==> config.mk <==
export PLATFORM = sky130hd
export DESIGN_NAME = fault_isolation_backoff_recovery_core
export DESIGN_NICKNAME = d
export VERILOG_FILES = /design/src/design/fibr_pkg.sv /design/src/design/fibr_rec_mem.sv /design/src/design/fibr_engine.sv /design/src/design/fault_isolation_backoff_recovery_core.sv
export SDC_FILE = /design/constraint.sdc
export NUM_CORES = 2
export LEC_CHECK = 0
export ABC_AREA = 1
export BUFFER_PORTS_ARGS = -buffer_cell sky130_fd_sc_hd__buf_2
export CAP_MARGIN = 20
export CORE_MARGIN = 4
export CORE_UTILIZATION = 63
export CTS_CLUSTER_SIZE = 40
export DETAILED_ROUTE_END_ITERATION = 8
export GPL_TIMING_DRIVEN = 0
export MAX_ROUTING_LAYER = met4
export PLACE_DENSITY_LB_ADDON = 0.25
export SETUP_SLACK_MARGIN = 0.5
export SLEW_MARGIN = 20
export SYNTH_ARGS = -nofsm -noshare
export SYNTH_HDL_FRONTEND = slang
export SYNTH_SLANG_ARGS = --single-unit
==> constraint.sdc <==
create_clock -name clock -period 12.15 [get_ports clock]
set_input_delay 1.8225 -clock clock [delete_from_list [all_inputs] [get_ports clock]]
set_output_delay 1.8225 -clock clock [all_outputs]
set_load 0.02 [all_outputs]
==> src/design/fibr_pkg.sv <==
// Shared types, constants and codes for the fault breaker with backoff recovery.
`timescale 1ns / 1ps
`default_nettype none

package fibr_pkg;

   localparam int NUM_UNITS_DEF         = 16;
   localparam int TIME_WIDTH_DEF        = 32;
   localparam int BACKOFF_SHIFT_CAP_DEF = 5;

   localparam int UNIT_ID_W  = 4;
   localparam int NOW_W      = 32;
   localparam int MASK_W     = 16;
   localparam int COUNT_W    = 8;
   localparam int COOLDOWN_W = 16;
   localparam int BACKOFF_W  = 32;

   localparam int REQ_DATA_W = 40;   // unit_id + now_time, padded to bytes
   localparam int RSP_DATA_W = 48;   // 43 bits of fields, padded to bytes
   localparam int CSR_ADDR_W = 3;
   localparam int CSR_DATA_W = 32;

   // register indexes
   localparam logic [CSR_ADDR_W-1:0] CSR_RETRY_LIMIT   = 3'd0;
   localparam logic [CSR_ADDR_W-1:0] CSR_COOLDOWN      = 3'd1;
   localparam logic [CSR_ADDR_W-1:0] CSR_MAX_BACKOFF   = 3'd2;
   localparam logic [CSR_ADDR_W-1:0] CSR_ATTEMPT_LIMIT = 3'd3;
   localparam logic [CSR_ADDR_W-1:0] CSR_AUTO_MASK     = 3'd4;

   // register reset values
   localparam logic [COUNT_W-1:0]    RETRY_LIMIT_RST   = 8'd3;
   localparam logic [COOLDOWN_W-1:0] COOLDOWN_RST      = 16'd1000;
   localparam logic [BACKOFF_W-1:0]  MAX_BACKOFF_RST   = 32'd60000;
   localparam logic [COUNT_W-1:0]    ATTEMPT_LIMIT_RST = 8'd0;
   localparam logic [MASK_W-1:0]     AUTO_MASK_RST     = 16'hFFFF;

   typedef enum logic [1:0] {
      MODE_FAULT   = 2'd0,
      MODE_TIME    = 2'd1,
      MODE_RST_ONE = 2'd2,
      MODE_RST_ALL = 2'd3
   } mode_type;

   typedef enum logic [2:0] {
      ST_IDLE,
      ST_UNIT,
      ST_FAULT,
      ST_SWEEP,
      ST_LOOK,
      ST_FIN
   } state_type;

   typedef struct packed {
      logic [COUNT_W-1:0]    retry_limit;
      logic [COOLDOWN_W-1:0] cooldown_ticks;
      logic [BACKOFF_W-1:0]  max_backoff_ticks;
      logic [COUNT_W-1:0]    attempt_limit;
      logic [MASK_W-1:0]     auto_mask;
   } cfg_type;

endpackage

`default_nettype wire

==> src/design/fibr_rec_mem.sv <==
// Unit record table: one write port, one registered read port, per-entry valid bits.
`timescale 1ns / 1ps
`default_nettype none

module fibr_rec_mem #(
   parameter int DEPTH  = 16,
   parameter int AW     = 4,
   parameter int DATA_W = 48
) (
   input  wire logic              clock,
   input  wire logic              reset,
   input  wire logic              wr_en,
   input  wire logic [AW-1:0]     wr_addr,
   input  wire logic [DATA_W-1:0] wr_data,
   input  wire logic              rd_en,
   input  wire logic [AW-1:0]     rd_addr,
   output logic      [DATA_W-1:0] rd_data
);

   logic [DATA_W-1:0] mem [DEPTH];
   logic [DEPTH-1:0]  valid_ff;
   logic [DATA_W-1:0] rd_data_ff;

   always_ff @(posedge clock) begin
      if (wr_en) begin
         mem[wr_addr] <= wr_data;
      end
   end

   // an entry never written reads as the all-zero reset record
   always_ff @(posedge clock) begin
      if (reset) begin
         valid_ff <= '0;
      end else if (wr_en) begin
         valid_ff[wr_addr] <= 1'b1;
      end
   end

   always_ff @(posedge clock) begin
      if (rd_en) begin
         rd_data_ff <= valid_ff[rd_addr] ? mem[rd_addr] : '0;
      end
   end

   assign rd_data = rd_data_ff;

endmodule

`default_nettype wire

==> src/design/fibr_engine.sv <==
// Sequencer: read-modify-write of unit records, enable bits and the result register.
`timescale 1ns / 1ps
`default_nettype none

module fibr_engine
   import fibr_pkg::*;
#(
   parameter int NUM_UNITS         = NUM_UNITS_DEF,
   parameter int TIME_WIDTH        = TIME_WIDTH_DEF,
   parameter int BACKOFF_SHIFT_CAP = BACKOFF_SHIFT_CAP_DEF,
   parameter int IW                = 4,
   parameter int RW                = TIME_WIDTH + 16
) (
   input  wire logic                  clock,
   input  wire logic                  reset,
   input  wire cfg_type               cfg,
   input  wire logic                  req_valid,
   output logic                       req_ready,
   input  wire mode_type              req_mode,
   input  wire logic [UNIT_ID_W-1:0]  req_unit,
   input  wire logic [NOW_W-1:0]      req_now,
   output logic                       rsp_valid,
   input  wire logic                  rsp_ready,
   output logic      [RSP_DATA_W-1:0] rsp_data,
   output logic                       mem_rd_en,
   output logic      [IW-1:0]         mem_rd_addr,
   input  wire logic [RW-1:0]         mem_rd_data,
   output logic                       mem_wr_en,
   output logic      [IW-1:0]         mem_wr_addr,
   output logic      [RW-1:0]         mem_wr_data
);

   localparam int TW   = TIME_WIDTH;
   localparam int CW   = $clog2(NUM_UNITS + 1);
   localparam int NW   = (TW > NOW_W) ? TW : NOW_W;
   localparam int SHW  = $clog2(BACKOFF_SHIFT_CAP + 1);
   localparam int BW   = COOLDOWN_W + BACKOFF_SHIFT_CAP;
   localparam int CMPW = (BW > BACKOFF_W) ? BW : BACKOFF_W;
   localparam int SW   = ((TW > BACKOFF_W) ? TW : BACKOFF_W) + 1;

   state_type              state_ff, state_in;
   mode_type               mode_ff, mode_in;
   logic [UNIT_ID_W-1:0]   uid_ff, uid_in;
   logic [TW-1:0]          last_ff, last_in;
   logic [CW-1:0]          cnt_ff, cnt_in;
   logic [NUM_UNITS-1:0]   en_ff, en_in;
   logic [MASK_W-1:0]      recov_ff, recov_in;
   logic                   just_ff, just_in;
   logic [COUNT_W-1:0]     fcnt_ff, fcnt_in;
   logic [COUNT_W-1:0]     att_ff, att_in;
   logic [TW-1:0]          due_ff, due_in;
   logic                   hit_ff, hit_in;
   logic [BACKOFF_W-1:0]   boff_ff, boff_in;
   logic                   rsp_valid_ff, rsp_valid_in;
   logic [RSP_DATA_W-1:0]  rsp_data_ff, rsp_data_in;

   logic [COUNT_W-1:0]     d_cnt, d_att, att_inc, cnt_inc;
   logic [TW-1:0]          d_due, due_new;
   logic [IW-1:0]          uidx, pidx;
   logic                   uid_valid;
   logic [NUM_UNITS-1:0]   allow_vec, p_hot;
   logic [MASK_W-1:0]      en16, p_hot16;
   logic [NW-1:0]          now_ext;
   logic [COOLDOWN_W-1:0]  base;
   logic [SHW-1:0]         sh;
   logic [CMPW-1:0]        shifted;
   logic [SW-1:0]          due_sum;
   logic                   d_left, elig, exh;
   logic [COUNT_W-1:0]     ucount;

   assign d_cnt   = mem_rd_data[COUNT_W-1:0];
   assign d_att   = mem_rd_data[2*COUNT_W-1:COUNT_W];
   assign d_due   = mem_rd_data[RW-1:2*COUNT_W];
   assign att_inc = (d_att == 8'hFF) ? d_att : d_att + 8'd1;
   assign cnt_inc = (d_cnt == 8'hFF) ? d_cnt : d_cnt + 8'd1;
   assign d_left  = (cfg.attempt_limit == '0) || (d_att < cfg.attempt_limit);

   assign uidx      = IW'(uid_ff);
   assign uid_valid = (32'(uid_ff) < 32'(NUM_UNITS));
   assign pidx      = IW'(cnt_ff - CW'(1));
   assign p_hot     = NUM_UNITS'(1) << pidx;
   assign now_ext   = NW'(req_now);

   // only the first sixteen units have a mask bit or a place in the masks
   for (genvar i = 0; i < NUM_UNITS; i++) begin : g_allow
      if (i < MASK_W) begin : g_bit
         assign allow_vec[i] = cfg.auto_mask[i];
      end else begin : g_none
         assign allow_vec[i] = 1'b0;
      end
   end
   for (genvar i = 0; i < MASK_W; i++) begin : g_mask16
      if (i < NUM_UNITS) begin : g_bit
         assign en16[i]    = en_ff[i];
         assign p_hot16[i] = p_hot[i];
      end else begin : g_none
         assign en16[i]    = 1'b0;
         assign p_hot16[i] = 1'b0;
      end
   end

   // backoff = max(cooldown,1) << min(attempts, cap), clipped to the cap register
   assign base    = (cfg.cooldown_ticks == '0) ? COOLDOWN_W'(1) : cfg.cooldown_ticks;
   assign sh      = (d_att > 8'(BACKOFF_SHIFT_CAP)) ? SHW'(BACKOFF_SHIFT_CAP) : SHW'(d_att);
   assign shifted = CMPW'(base) << sh;

   // retry time saturates at the top of the time range
   assign due_sum = SW'(last_ff) + SW'(boff_ff);
   assign due_new = (due_sum[SW-1:TW] != '0) ? '1 : due_sum[TW-1:0];

   assign elig   = !en_ff[pidx] && allow_vec[pidx] && d_left && (last_ff >= d_due);
   assign exh    = uid_valid && !en_ff[uidx] && allow_vec[uidx] &&
                   (cfg.attempt_limit != '0) && (d_att >= cfg.attempt_limit);
   assign ucount = uid_valid ? d_cnt : '0;

   always_ff @(posedge clock) begin
      if (reset) begin
         state_ff     <= ST_IDLE;
         en_ff        <= '1;
         last_ff      <= '0;
         rsp_valid_ff <= 1'b0;
      end else begin
         state_ff     <= state_in;
         en_ff        <= en_in;
         last_ff      <= last_in;
         rsp_valid_ff <= rsp_valid_in;
      end
   end

   always_ff @(posedge clock) begin
      mode_ff     <= mode_in;
      uid_ff      <= uid_in;
      cnt_ff      <= cnt_in;
      recov_ff    <= recov_in;
      just_ff     <= just_in;
      fcnt_ff     <= fcnt_in;
      att_ff      <= att_in;
      due_ff      <= due_in;
      hit_ff      <= hit_in;
      boff_ff     <= boff_in;
      rsp_data_ff <= rsp_data_in;
   end

   always_comb begin
      state_in     = state_ff;
      mode_in      = mode_ff;
      uid_in       = uid_ff;
      last_in      = last_ff;
      cnt_in       = cnt_ff;
      en_in        = en_ff;
      recov_in     = recov_ff;
      just_in      = just_ff;
      fcnt_in      = fcnt_ff;
      att_in       = att_ff;
      due_in       = due_ff;
      hit_in       = hit_ff;
      boff_in      = boff_ff;
      rsp_valid_in = rsp_valid_ff && !rsp_ready;
      rsp_data_in  = rsp_data_ff;
      req_ready    = 1'b0;
      mem_rd_en    = 1'b0;
      mem_rd_addr  = uidx;
      mem_wr_en    = 1'b0;
      mem_wr_addr  = uidx;
      mem_wr_data  = {d_due, d_att, COUNT_W'(0)};

      case (state_ff)
         ST_IDLE: begin
            req_ready = 1'b1;
            if (req_valid) begin
               mode_in     = req_mode;
               uid_in      = req_unit;
               cnt_in      = '0;
               recov_in    = '0;
               just_in     = 1'b0;
               mem_rd_en   = 1'b1;
               mem_rd_addr = IW'(req_unit);
               if (req_mode == MODE_TIME) begin
                  last_in = now_ext[TW-1:0];
               end
               if (req_mode inside {MODE_TIME, MODE_RST_ALL}) begin
                  state_in = ST_SWEEP;
               end else begin
                  state_in = ST_UNIT;
               end
            end
         end
         ST_UNIT: begin
            if (mode_ff == MODE_FAULT) begin
               fcnt_in  = cnt_inc;
               att_in   = d_att;
               due_in   = d_due;
               hit_in   = (cnt_inc >= cfg.retry_limit);
               boff_in  = (shifted > CMPW'(cfg.max_backoff_ticks)) ?
                          cfg.max_backoff_ticks : shifted[BACKOFF_W-1:0];
               state_in = ST_FAULT;
            end else begin
               if (uid_valid) begin
                  mem_wr_en    = 1'b1;
                  en_in[uidx]  = 1'b1;
               end
               state_in = ST_LOOK;
            end
         end
         ST_FAULT: begin
            if (uid_valid) begin
               mem_wr_en   = 1'b1;
               mem_wr_data = {hit_ff ? due_new : due_ff, att_ff, fcnt_ff};
               if (hit_ff) begin
                  en_in[uidx] = 1'b0;
                  just_in     = 1'b1;
               end
            end
            state_in = ST_LOOK;
         end
         ST_SWEEP: begin
            // read entry cnt while writing back entry cnt-1
            if (32'(cnt_ff) < 32'(NUM_UNITS)) begin
               mem_rd_en   = 1'b1;
               mem_rd_addr = IW'(cnt_ff);
            end
            if (cnt_ff != '0) begin
               mem_wr_addr = pidx;
               if (mode_ff == MODE_TIME) begin
                  if (elig) begin
                     mem_wr_en   = 1'b1;
                     mem_wr_data = {d_due, att_inc, COUNT_W'(0)};
                     en_in[pidx] = 1'b1;
                     recov_in    = recov_ff | p_hot16;
                  end
               end else begin
                  mem_wr_en   = 1'b1;
                  en_in[pidx] = 1'b1;
               end
            end
            cnt_in = cnt_ff + CW'(1);
            if (32'(cnt_ff) == 32'(NUM_UNITS)) begin
               state_in = ST_LOOK;
            end
         end
         ST_LOOK: begin
            mem_rd_en = 1'b1;
            state_in  = ST_FIN;
         end
         ST_FIN: begin
            if (!rsp_valid_ff || rsp_ready) begin
               rsp_valid_in = 1'b1;
               rsp_data_in  = RSP_DATA_W'({exh, recov_ff, just_ff, ucount, ~&en_ff, en16});
               state_in     = ST_IDLE;
            end
         end
         default: begin
            state_in = ST_IDLE;
         end
      endcase
   end

   assign rsp_valid = rsp_valid_ff;
   assign rsp_data  = rsp_data_ff;

endmodule

`default_nettype wire

==> src/design/fault_isolation_backoff_recovery_core.sv <==
// Top level: stream ports, register file, sequencer and unit record table.
// A fault report passes the unit, fault, look and finish states; a single reset passes
// unit, look and finish; time update and reset all sweep the table, one table entry per cycle.
// Only one transaction is in work at a time: a new request is taken only in the idle state,
// and a finished result may wait in the output register.
// Reset is synchronous: all units enabled, counts and times zero, registers at defaults.
`timescale 1ns / 1ps
`default_nettype none

module fault_isolation_backoff_recovery_core
   import fibr_pkg::*;
#(
   parameter int NUM_UNITS         = NUM_UNITS_DEF,
   parameter int TIME_WIDTH        = TIME_WIDTH_DEF,
   parameter int BACKOFF_SHIFT_CAP = BACKOFF_SHIFT_CAP_DEF
) (
   input  wire logic                  clock,
   input  wire logic                  reset,
   input  wire logic                  req_tvalid,
   output logic                       req_tready,
   input  wire logic [REQ_DATA_W-1:0] req_tdata,  // unit_id[3:0], now_time[35:4]
   input  wire logic [1:0]            req_tuser,  // mode[1:0]
   output logic                       rsp_tvalid,
   input  wire logic                  rsp_tready,
   // enabled_mask[15:0], any_disabled[16], unit_fault_count[24:17],
   // just_disabled[25], recovered_mask[41:26], recovery_exhausted[42]
   output logic      [RSP_DATA_W-1:0] rsp_tdata,
   input  wire logic                  csr_we,
   input  wire logic [CSR_ADDR_W-1:0] csr_addr,
   input  wire logic [CSR_DATA_W-1:0] csr_wdata
);

   localparam int IW = (NUM_UNITS > 1) ? $clog2(NUM_UNITS) : 1;
   localparam int RW = TIME_WIDTH + 2 * COUNT_W;

   cfg_type           cfg_ff, cfg_in;
   logic              mem_rd_en, mem_wr_en;
   logic [IW-1:0]     mem_rd_addr, mem_wr_addr;
   logic [RW-1:0]     mem_rd_data, mem_wr_data;

   always_comb begin
      cfg_in = cfg_ff;
      if (csr_we) begin
         case (csr_addr)
            CSR_RETRY_LIMIT:   cfg_in.retry_limit       = csr_wdata[COUNT_W-1:0];
            CSR_COOLDOWN:      cfg_in.cooldown_ticks    = csr_wdata[COOLDOWN_W-1:0];
            CSR_MAX_BACKOFF:   cfg_in.max_backoff_ticks = csr_wdata[BACKOFF_W-1:0];
            CSR_ATTEMPT_LIMIT: cfg_in.attempt_limit     = csr_wdata[COUNT_W-1:0];
            CSR_AUTO_MASK:     cfg_in.auto_mask         = csr_wdata[MASK_W-1:0];
            default:           cfg_in = cfg_ff;
         endcase
      end
   end

   always_ff @(posedge clock) begin
      if (reset) begin
         cfg_ff.retry_limit       <= RETRY_LIMIT_RST;
         cfg_ff.cooldown_ticks    <= COOLDOWN_RST;
         cfg_ff.max_backoff_ticks <= MAX_BACKOFF_RST;
         cfg_ff.attempt_limit     <= ATTEMPT_LIMIT_RST;
         cfg_ff.auto_mask         <= AUTO_MASK_RST;
      end else begin
         cfg_ff <= cfg_in;
      end
   end

   fibr_engine #(
      .NUM_UNITS         (NUM_UNITS),
      .TIME_WIDTH        (TIME_WIDTH),
      .BACKOFF_SHIFT_CAP (BACKOFF_SHIFT_CAP),
      .IW                (IW),
      .RW                (RW)
   ) u_engine (
      .clock       (clock),
      .reset       (reset),
      .cfg         (cfg_ff),
      .req_valid   (req_tvalid),
      .req_ready   (req_tready),
      .req_mode    (mode_type'(req_tuser)),
      .req_unit    (req_tdata[UNIT_ID_W-1:0]),
      .req_now     (req_tdata[UNIT_ID_W+NOW_W-1:UNIT_ID_W]),
      .rsp_valid   (rsp_tvalid),
      .rsp_ready   (rsp_tready),
      .rsp_data    (rsp_tdata),
      .mem_rd_en   (mem_rd_en),
      .mem_rd_addr (mem_rd_addr),
      .mem_rd_data (mem_rd_data),
      .mem_wr_en   (mem_wr_en),
      .mem_wr_addr (mem_wr_addr),
      .mem_wr_data (mem_wr_data)
   );

   fibr_rec_mem #(
      .DEPTH  (NUM_UNITS),
      .AW     (IW),
      .DATA_W (RW)
   ) u_rec_mem (
      .clock   (clock),
      .reset   (reset),
      .wr_en   (mem_wr_en),
      .wr_addr (mem_wr_addr),
      .wr_data (mem_wr_data),
      .rd_en   (mem_rd_en),
      .rd_addr (mem_rd_addr),
      .rd_data (mem_rd_data)
   );

endmodule

`default_nettype wire

==> Yosys cells after proc, flatten, opt, wreduce, memory -nomap -nowiden <==
Memories as Yosys holds them, arrays and structs flattened. A register that Yosys moved wholly into a read port is not among the register bits.
Cells that the tools add are included.
{ "word_totals": {"mem_bits_rw": 768, "word_cells": 184, "out_inout_bits": 50, "regBits": 300, "rom_bits": 0, "latch_bits": 0, "in_bits": 82, "memories": 1} }
{ "memory_table": {"columns": ["memory", "words", "width", "read_ports", "rd_ports_with_merged_regs", "write_ports", "line_no", "rtl"], "rows": [
  ["u_rec_mem.mem", 16, 48, 1, 1, 1, "fibr_rec_mem.sv:20", "logic [DATA_W-1:0] mem [DEPTH];"]
]} }
{ "op_classes": {"n_reduce_logical": 44, "div": 0, "shift": 2, "order_cmp": 14, "n_eq_ne": 24, "n_mux": 67, "n_mul": 0, "bitwise_logic": 6, "n_addsub": 5} }
{ "ops": {"columns": ["operator", "count"], "rows": [
  ["2-to-1 mux 16 bit", 13],
  ["2-to-1 mux 32 bit", 3],
  ["one-hot mux 48 bit (2 select lines)", 1],
  ["bitwise OR 16 bit", 4],
  ["one-hot mux 16 bit (3 select lines)", 1],
  ["adder 32 x 32 -> 33 bit", 1],
  [">= comparator 32 bit", 1],
  ["greater-than comparator 32 bit", 1],
  ["one-hot mux 16 bit (2 select lines)", 1],
  ["<< shifter 16 x 3 -> 32 bit", 1],
  ["2-to-1 mux 1 bit", 21],
  ["binary-select mux 1 bit (select 4 bit)", 5],
  ["< comparator 4 x 5 -> 1 bit (second input constant)", 4],
  ["one-hot mux 3 bit (6 select lines)", 1],
  ["AND reduction 2 bit", 9],
  ["adder 8 x 1 -> 8 bit (second input constant)", 2],
  ["bitwise AND 16 bit", 1],
  ["equality test 8 bit (second input constant)", 2],
  [">= comparator 8 bit", 2],
  ["logical NOT 16 bit", 1],
  ["2-to-1 mux 4 bit", 4],
  ["2-to-1 mux 8 bit", 2],
  ["NOT 16 bit", 1],
  ["AND reduction 16 bit", 1],
  ["other kinds (36)", 79]
]} }

==> Depth between registers and ports, before layout <==
{ "logic_depth": {"word_depth": 13, "depth_mapped": 28, "mapped_depth_nobuf": 27} }

==> By module <==
Synthesis repeated with hierarchy kept, for this count alone.
{ "unflattened": {"cells_unflattened": 5644, "hier_area_um2": 52783.1} }
{ "by_module_without_submodules": {"columns": ["mod", "cells_each", "n_inst", "area_each_um2", "seq_area_each_um2"], "rows": [
  ["fibr_rec_mem", 3371, 1, 35577.9, 24823.8],
  ["fibr_engine", 1826, 1, 14033.5, 5605.4],
  ["fault_isolation_backoff_recovery_core", 447, 1, 3171.8, 1601.5]
]} }

==> Worst setup path before layout <==
OpenSTA, ideal clock, no wires.
{ "synth_timing": {"path_type": "flip-flop to flip-flop", "from": "reg u_engine.state_ff[0]", "to": "mem u_rec_mem.mem[15][0], enable pin", "required_ns": 11.678, "setup_ns": 0.472, "setup_slack_ns": 2.806, "path_buffers": 1, "arrival_time_ns": 8.871, "period_less_slack_ns": 9.344, "stages_incl_launch_ff": 9, "cell_sequence": "dfxtp_1 inv_2 nor3_1 inv_1 nor3_1 clkinv_1 clkbuf_1 nand4_1 inv_1"} }
{ "synth_via": {"elab_chain_len": 4, "elab_cells_between_ends": 7, "cone_classes": "3 x eq/ne; 4 x mux"} }
{ "synth_lines": {"columns": ["element", "line_no", "rtl"], "rows": [
  ["start: declaration", "fibr_engine.sv:41", "state_type state_ff, state_in;"],
  ["start signal: assignment", "fibr_engine.sv:123", "state_ff <= state_in;"],
  ["equality test 3 x 2 -> 1 bit / equality test 3 x 1 -> 1 bit (equally long branches)", "fibr_engine.sv:167", "case (state_ff)"],
  ["one-hot mux 1 bit (3 select lines)", "fibr_engine.sv:167", null],
  ["2-to-1 mux 1 bit", "fibr_rec_mem.sv:25", "if (wr_en) begin"],
  ["2-to-1 mux 1 bit (implied by the code)", "fibr_rec_mem.sv:26", "mem[wr_addr] <= wr_data;"],
  ["end: declaration", "fibr_rec_mem.sv:20", null]
]} }
Parallel ways exist; a longest one is shown, timed or not.

==> Worst setup path in the final report <==
{ "layout_timing": {"from": "reg u_rec_mem.rd_data_ff[9], in the netlist u_rec_mem.rd_data[9], read port of u_rec_mem.mem", "to": "reg u_engine.boff_ff[22] (data pin)"} }
{ "layout_via": {"elab_chain_len": 5} }
{ "layout_lines": {"columns": ["element", "line_no", "rtl"], "rows": [
  ["start: declaration", "fibr_rec_mem.sv:22", "logic [DATA_W-1:0] rd_data_ff;"],
  ["greater-than comparator 8 x 3 -> 1 bit", "fibr_engine.sv:104", "assign sh = (d_att > 8'(BACKOFF_SHIFT_CAP)) ? SHW'(BACKOFF_SHIFT_CAP) : SHW'(d_att);"],
  ["2-to-1 mux 3 bit *", "fibr_engine.sv:104", null],
  ["<< shifter 16 x 3 -> 32 bit *", "fibr_engine.sv:105", "assign shifted = CMPW'(base) << sh;"],
  ["greater-than comparator 32 bit", "fibr_engine.sv:194", "boff_in = (shifted > CMPW'(cfg.max_backoff_ticks)) ?"],
  ["2-to-1 mux 32 bit *", "fibr_engine.sv:194", null],
  ["end signal: assignment", "fibr_engine.sv:140", "boff_ff <= boff_in;"],
  ["end: declaration", "fibr_engine.sv:53", "logic [BACKOFF_W-1:0] boff_ff, boff_in;"]
]} }
Mark *: on every way between the ends. The rest lies on a longest branch, timed or not.
A chain may end at the register's enable or synchronous reset.

==> flow_summary.ini <==
[logic_synthesis]
ys_ff_latch = 1116
avgSynthCellArea_um2 = 10.37
synth.top_cell.area_share = 0.5719
yosys.area.top_type = edfxtp_1
netlist_area_um2 = 50830
synth_seq_area_share = 0.6301
ys_types = 53
synth_edf_count = 968
netlist_instances = 4900
ys.flop_type = edfxtp_1
synth_area_leaders = edfxtp_1, nand2_1, o211ai_1
async_flop_share = 0
ys_warn_count = 0

[clock_tree]
post_cts_resized = 0
cts_hold_buf = 0
postCtsSetupBuffers = 0
cts_root_buf = clkbuf_16
cts_tree = built
ctsHtreeMaxLevel = 3
insertion_delay_ns = 0.71
cts_buffer_depth = 3
cts_buffers = 109
clkTransAtPathRegs_ns = 0.06
cts_sinks = 1116

[timing]
max_slew.worst_pin.slew_ns = 1.190
slew_violations = 0
hold_viol_final = 0
rsz0062_at_grt = no
setup_slack_ns = 7.123
slew_headroom = 0.2038
finalCritPeriodShare = 0.4137
setup_viol = 0
finalClockSkew_ns = 0.05618
min_period_ns = 5.027
fmax_mhz = 198.9

[worst_setup_path]
worstSetupPathType = flip-flop to flip-flop
crit_fanout = 10
required_ns = 12.52
critical-path-slowest-cell = o21ai_0
worstSetupStartpointType = flip-flop
crit_top_cell = nand2_1
critical_path_arrival_ns = 5.40
critPathCaptureType = flip-flop
reg2reg_depth = 25
setup.reg_to_reg.worst_slack_ns = 7.12
r2r-start = u_rec_mem.rd_data[9]
reg2reg_to = u_engine.boff_ff[22]
cp_slowest_stage_delay_ns = 0.61

[global_routing]
grt_antenna_before_repair = 3
grt_pass1_vias = 36850
grtUsageTotal = 0.3465
grt_pass1_wl_um = 218500
overflow = 0
grt_max_degree = 49

[status]
status = finished clean

[place]
dp_slack_ns = 7.212
gp_congestion = 0.9788
portBuffers = 121
hpwl_um = 104300
placed_cells = 6116

[worst_hold_path]
worstHoldStart = u_rec_mem.rd_data[18]
hold_class = flip-flop to flip-flop
hold_path_depth = 0
min_to = u_engine.due_ff[2]

[route]
drc_errors = 0
first_pass_iters = 6
drt-total-wl_um = 147300
via_count = 38480
vias_per_cell = 6.083
ant_nets = 0
drtIter0Drc = 4959
wl_per_cell_um = 23.28

[cells_and_area]
drive_gt1_frac = 0.1060
final_cells = 6326
fin_nets = 5385
syn2layout_area_growth_pct = 11.96

[job]
cap_viol_max_count = 0

[floorplanning]
coreArea_um2 = 79520
start_util = 0.6393
fp.dieW_um = 292.1
chipHeight_um = 292.1
dieArea_um2 = 85290
num_io_pins = 132
fp-row-count = 103
## layout make-up
cell class	count	area, um2
Clock inverter	66	606.8
Clock buffer	131	2860
Sequential cell	1116	32030
Multi-Input combinational cell	2824	14940
Timing Repair Buffer	164	1157
Antenna cell	2	5.005
Buffer	253	1259
Inverter	720	2738
Tap cell	1050	1314
Fill cell	5603	22610
## placed cells by master (no fill, tap or decap), types with 4 or more instances in the layout
| master | instances |
|---|---|
| conb_1 | 14 |
| clkbuf_8 | 5 |
| o211ai_1 | 418 |
| inv_4 | 14 |
| nand2_2 | 4 |
| or2_2 | 8 |
| o22ai_1 | 4 |
| a21o_1 | 4 |
| clkbuf_1 | 102 |
| inv_1 | 670 |
| clkbuf_4 | 10 |
| a22oi_1 | 11 |
| o21ai_1 | 4 |
| buf_16 | 5 |
| clkinv_2 | 27 |
| o21a_1 | 8 |
| nand3_1 | 462 |
| o21bai_1 | 5 |
| ha_1 | 114 |
| a21oi_1 | 141 |
| buf_12 | 10 |
| buf_4 | 56 |
| nand2_1 | 1031 |
| o311ai_0 | 12 |
| xor2_1 | 18 |
| dfxtp_1 | 148 |
| clkbuf_16 | 109 |
| bufinv_16 | 8 |
| nand4_1 | 52 |
| nor3_1 | 22 |
| nor4_1 | 14 |
| buf_2 | 238 |
| nor2_1 | 222 |
| inv_2 | 31 |
| o21ai_0 | 214 |
| nor2_2 | 6 |
| buf_1 | 9 |
| clkinv_1 | 27 |
| xnor2_1 | 5 |
| edfxtp_1 | 968 |
## per-layer routing
metal	vias up	global-route usage	part of all wire
li1	17530	-	-
met1	18200	0.4515	0.38
met2	2343	0.5427	0.47
met3	414	0.06221	0.10
met4	0	0.1450	0.049
met5	-	-	0
## synthesized netlist by cell type, types with 14 or more instances
cell type	instances
dfxtp_1	148
inv_1	686
nand3_1	463
xor2_1	18
clkbuf_1	85
o211ai_1	418
a21oi_1	143
buf_4	39
ha_1	114
edfxtp_1	968
nor3_1	24
o21ai_0	214
nand2_1	1031
buf_2	117
inv_2	29
nor4_1	14
nand4_1	52
nor2_1	227
## metrics by stage
| stage | setup TNS [ns] | hold slack, ns | utilization | cell area (um2) |
|---|---|---|---|---|
| 2_1_floorplan | 0 | 0.4003 | - | 50880 |
| 3_3_place_gp | -1039.18 | 0.4299 | 0.6640 | 52800 |
| 3_5_place_dp | 0 | 0.4323 | 0.6708 | 53340 |
| 4_1_cts | 0 | 0.4465 | 0.7144 | 56810 |
| 5_1_grt | 0 | 0.4565 | 0.7157 | 56910 |
| 6_report | 0 | 0.4473 | 0.7157 | 56910 |
## worst max-delay path by stage
stage | startpoint | depth (start not counted) | to
2_1_floorplan | u_engine.state_ff[0] | 8 | u_rec_mem.mem[15][0]
3_3_place_gp | u_engine.state_ff[0] | 7 | u_rec_mem.mem[11][36]
3_5_place_dp | req_tvalid | 13 | u_rec_mem.rd_data[8]
4_1_cts | u_rec_mem.rd_data[9] | 25 | u_engine.boff_ff[22]
5_1_grt | u_rec_mem.rd_data[9] | 25 | u_engine.boff_ff[22]
6_report | u_rec_mem.rd_data[9] | 25 | u_engine.boff_ff[22]
## sequential cells by signal (all words and copies together) (netlist names)
register,flops
u_rec_mem.mem,768
cfg_ff,80
u_rec_mem.rd_data,48
u_engine.rsp_data,43
u_engine.boff_ff,32
u_engine.due_ff,32
u_engine.last_ff,32
u_engine.en16,16
u_engine.recov_ff,16
u_rec_mem.valid_ff,16
u_engine.att_ff,8
u_engine.fcnt_ff,8
u_engine.cnt_ff,5
u_engine.uid_ff,4
u_engine.state_ff,3
u_engine.mode_ff,2
u_engine.hit_ff,1
u_engine.just_ff,1
u_engine.rsp_valid,1
## cell families after synthesis
kind of cell | count (synthesis) | synth area share
AOI/OAI and AO/OA | 837 | 0.1065
xor gates and xnor gates | 23 | 0.003963
adders and majority gates | 115 | 0.02845
buffers and inverters | 973 | 0.07793
DFF | 1116 | 0.6301
muxes | 1 | 0.0001969
other | 1 | 0.00007377
and+or+nand+nor | 1834 | 0.1527
## worst max-delay path, delay by kind of cell (launching register included)
kind | cells | cell delay, ns
simple gates | 15 | 1.50
buf+inv | 5 | 1.10
compound gates | 3 | 1.00
fa+ha+maj | 2 | 0.59
flops | 1 | 0.51
Power is not shown: default switching activity piles up to over one toggle a cycle in this logic, so the estimate is an artifact.
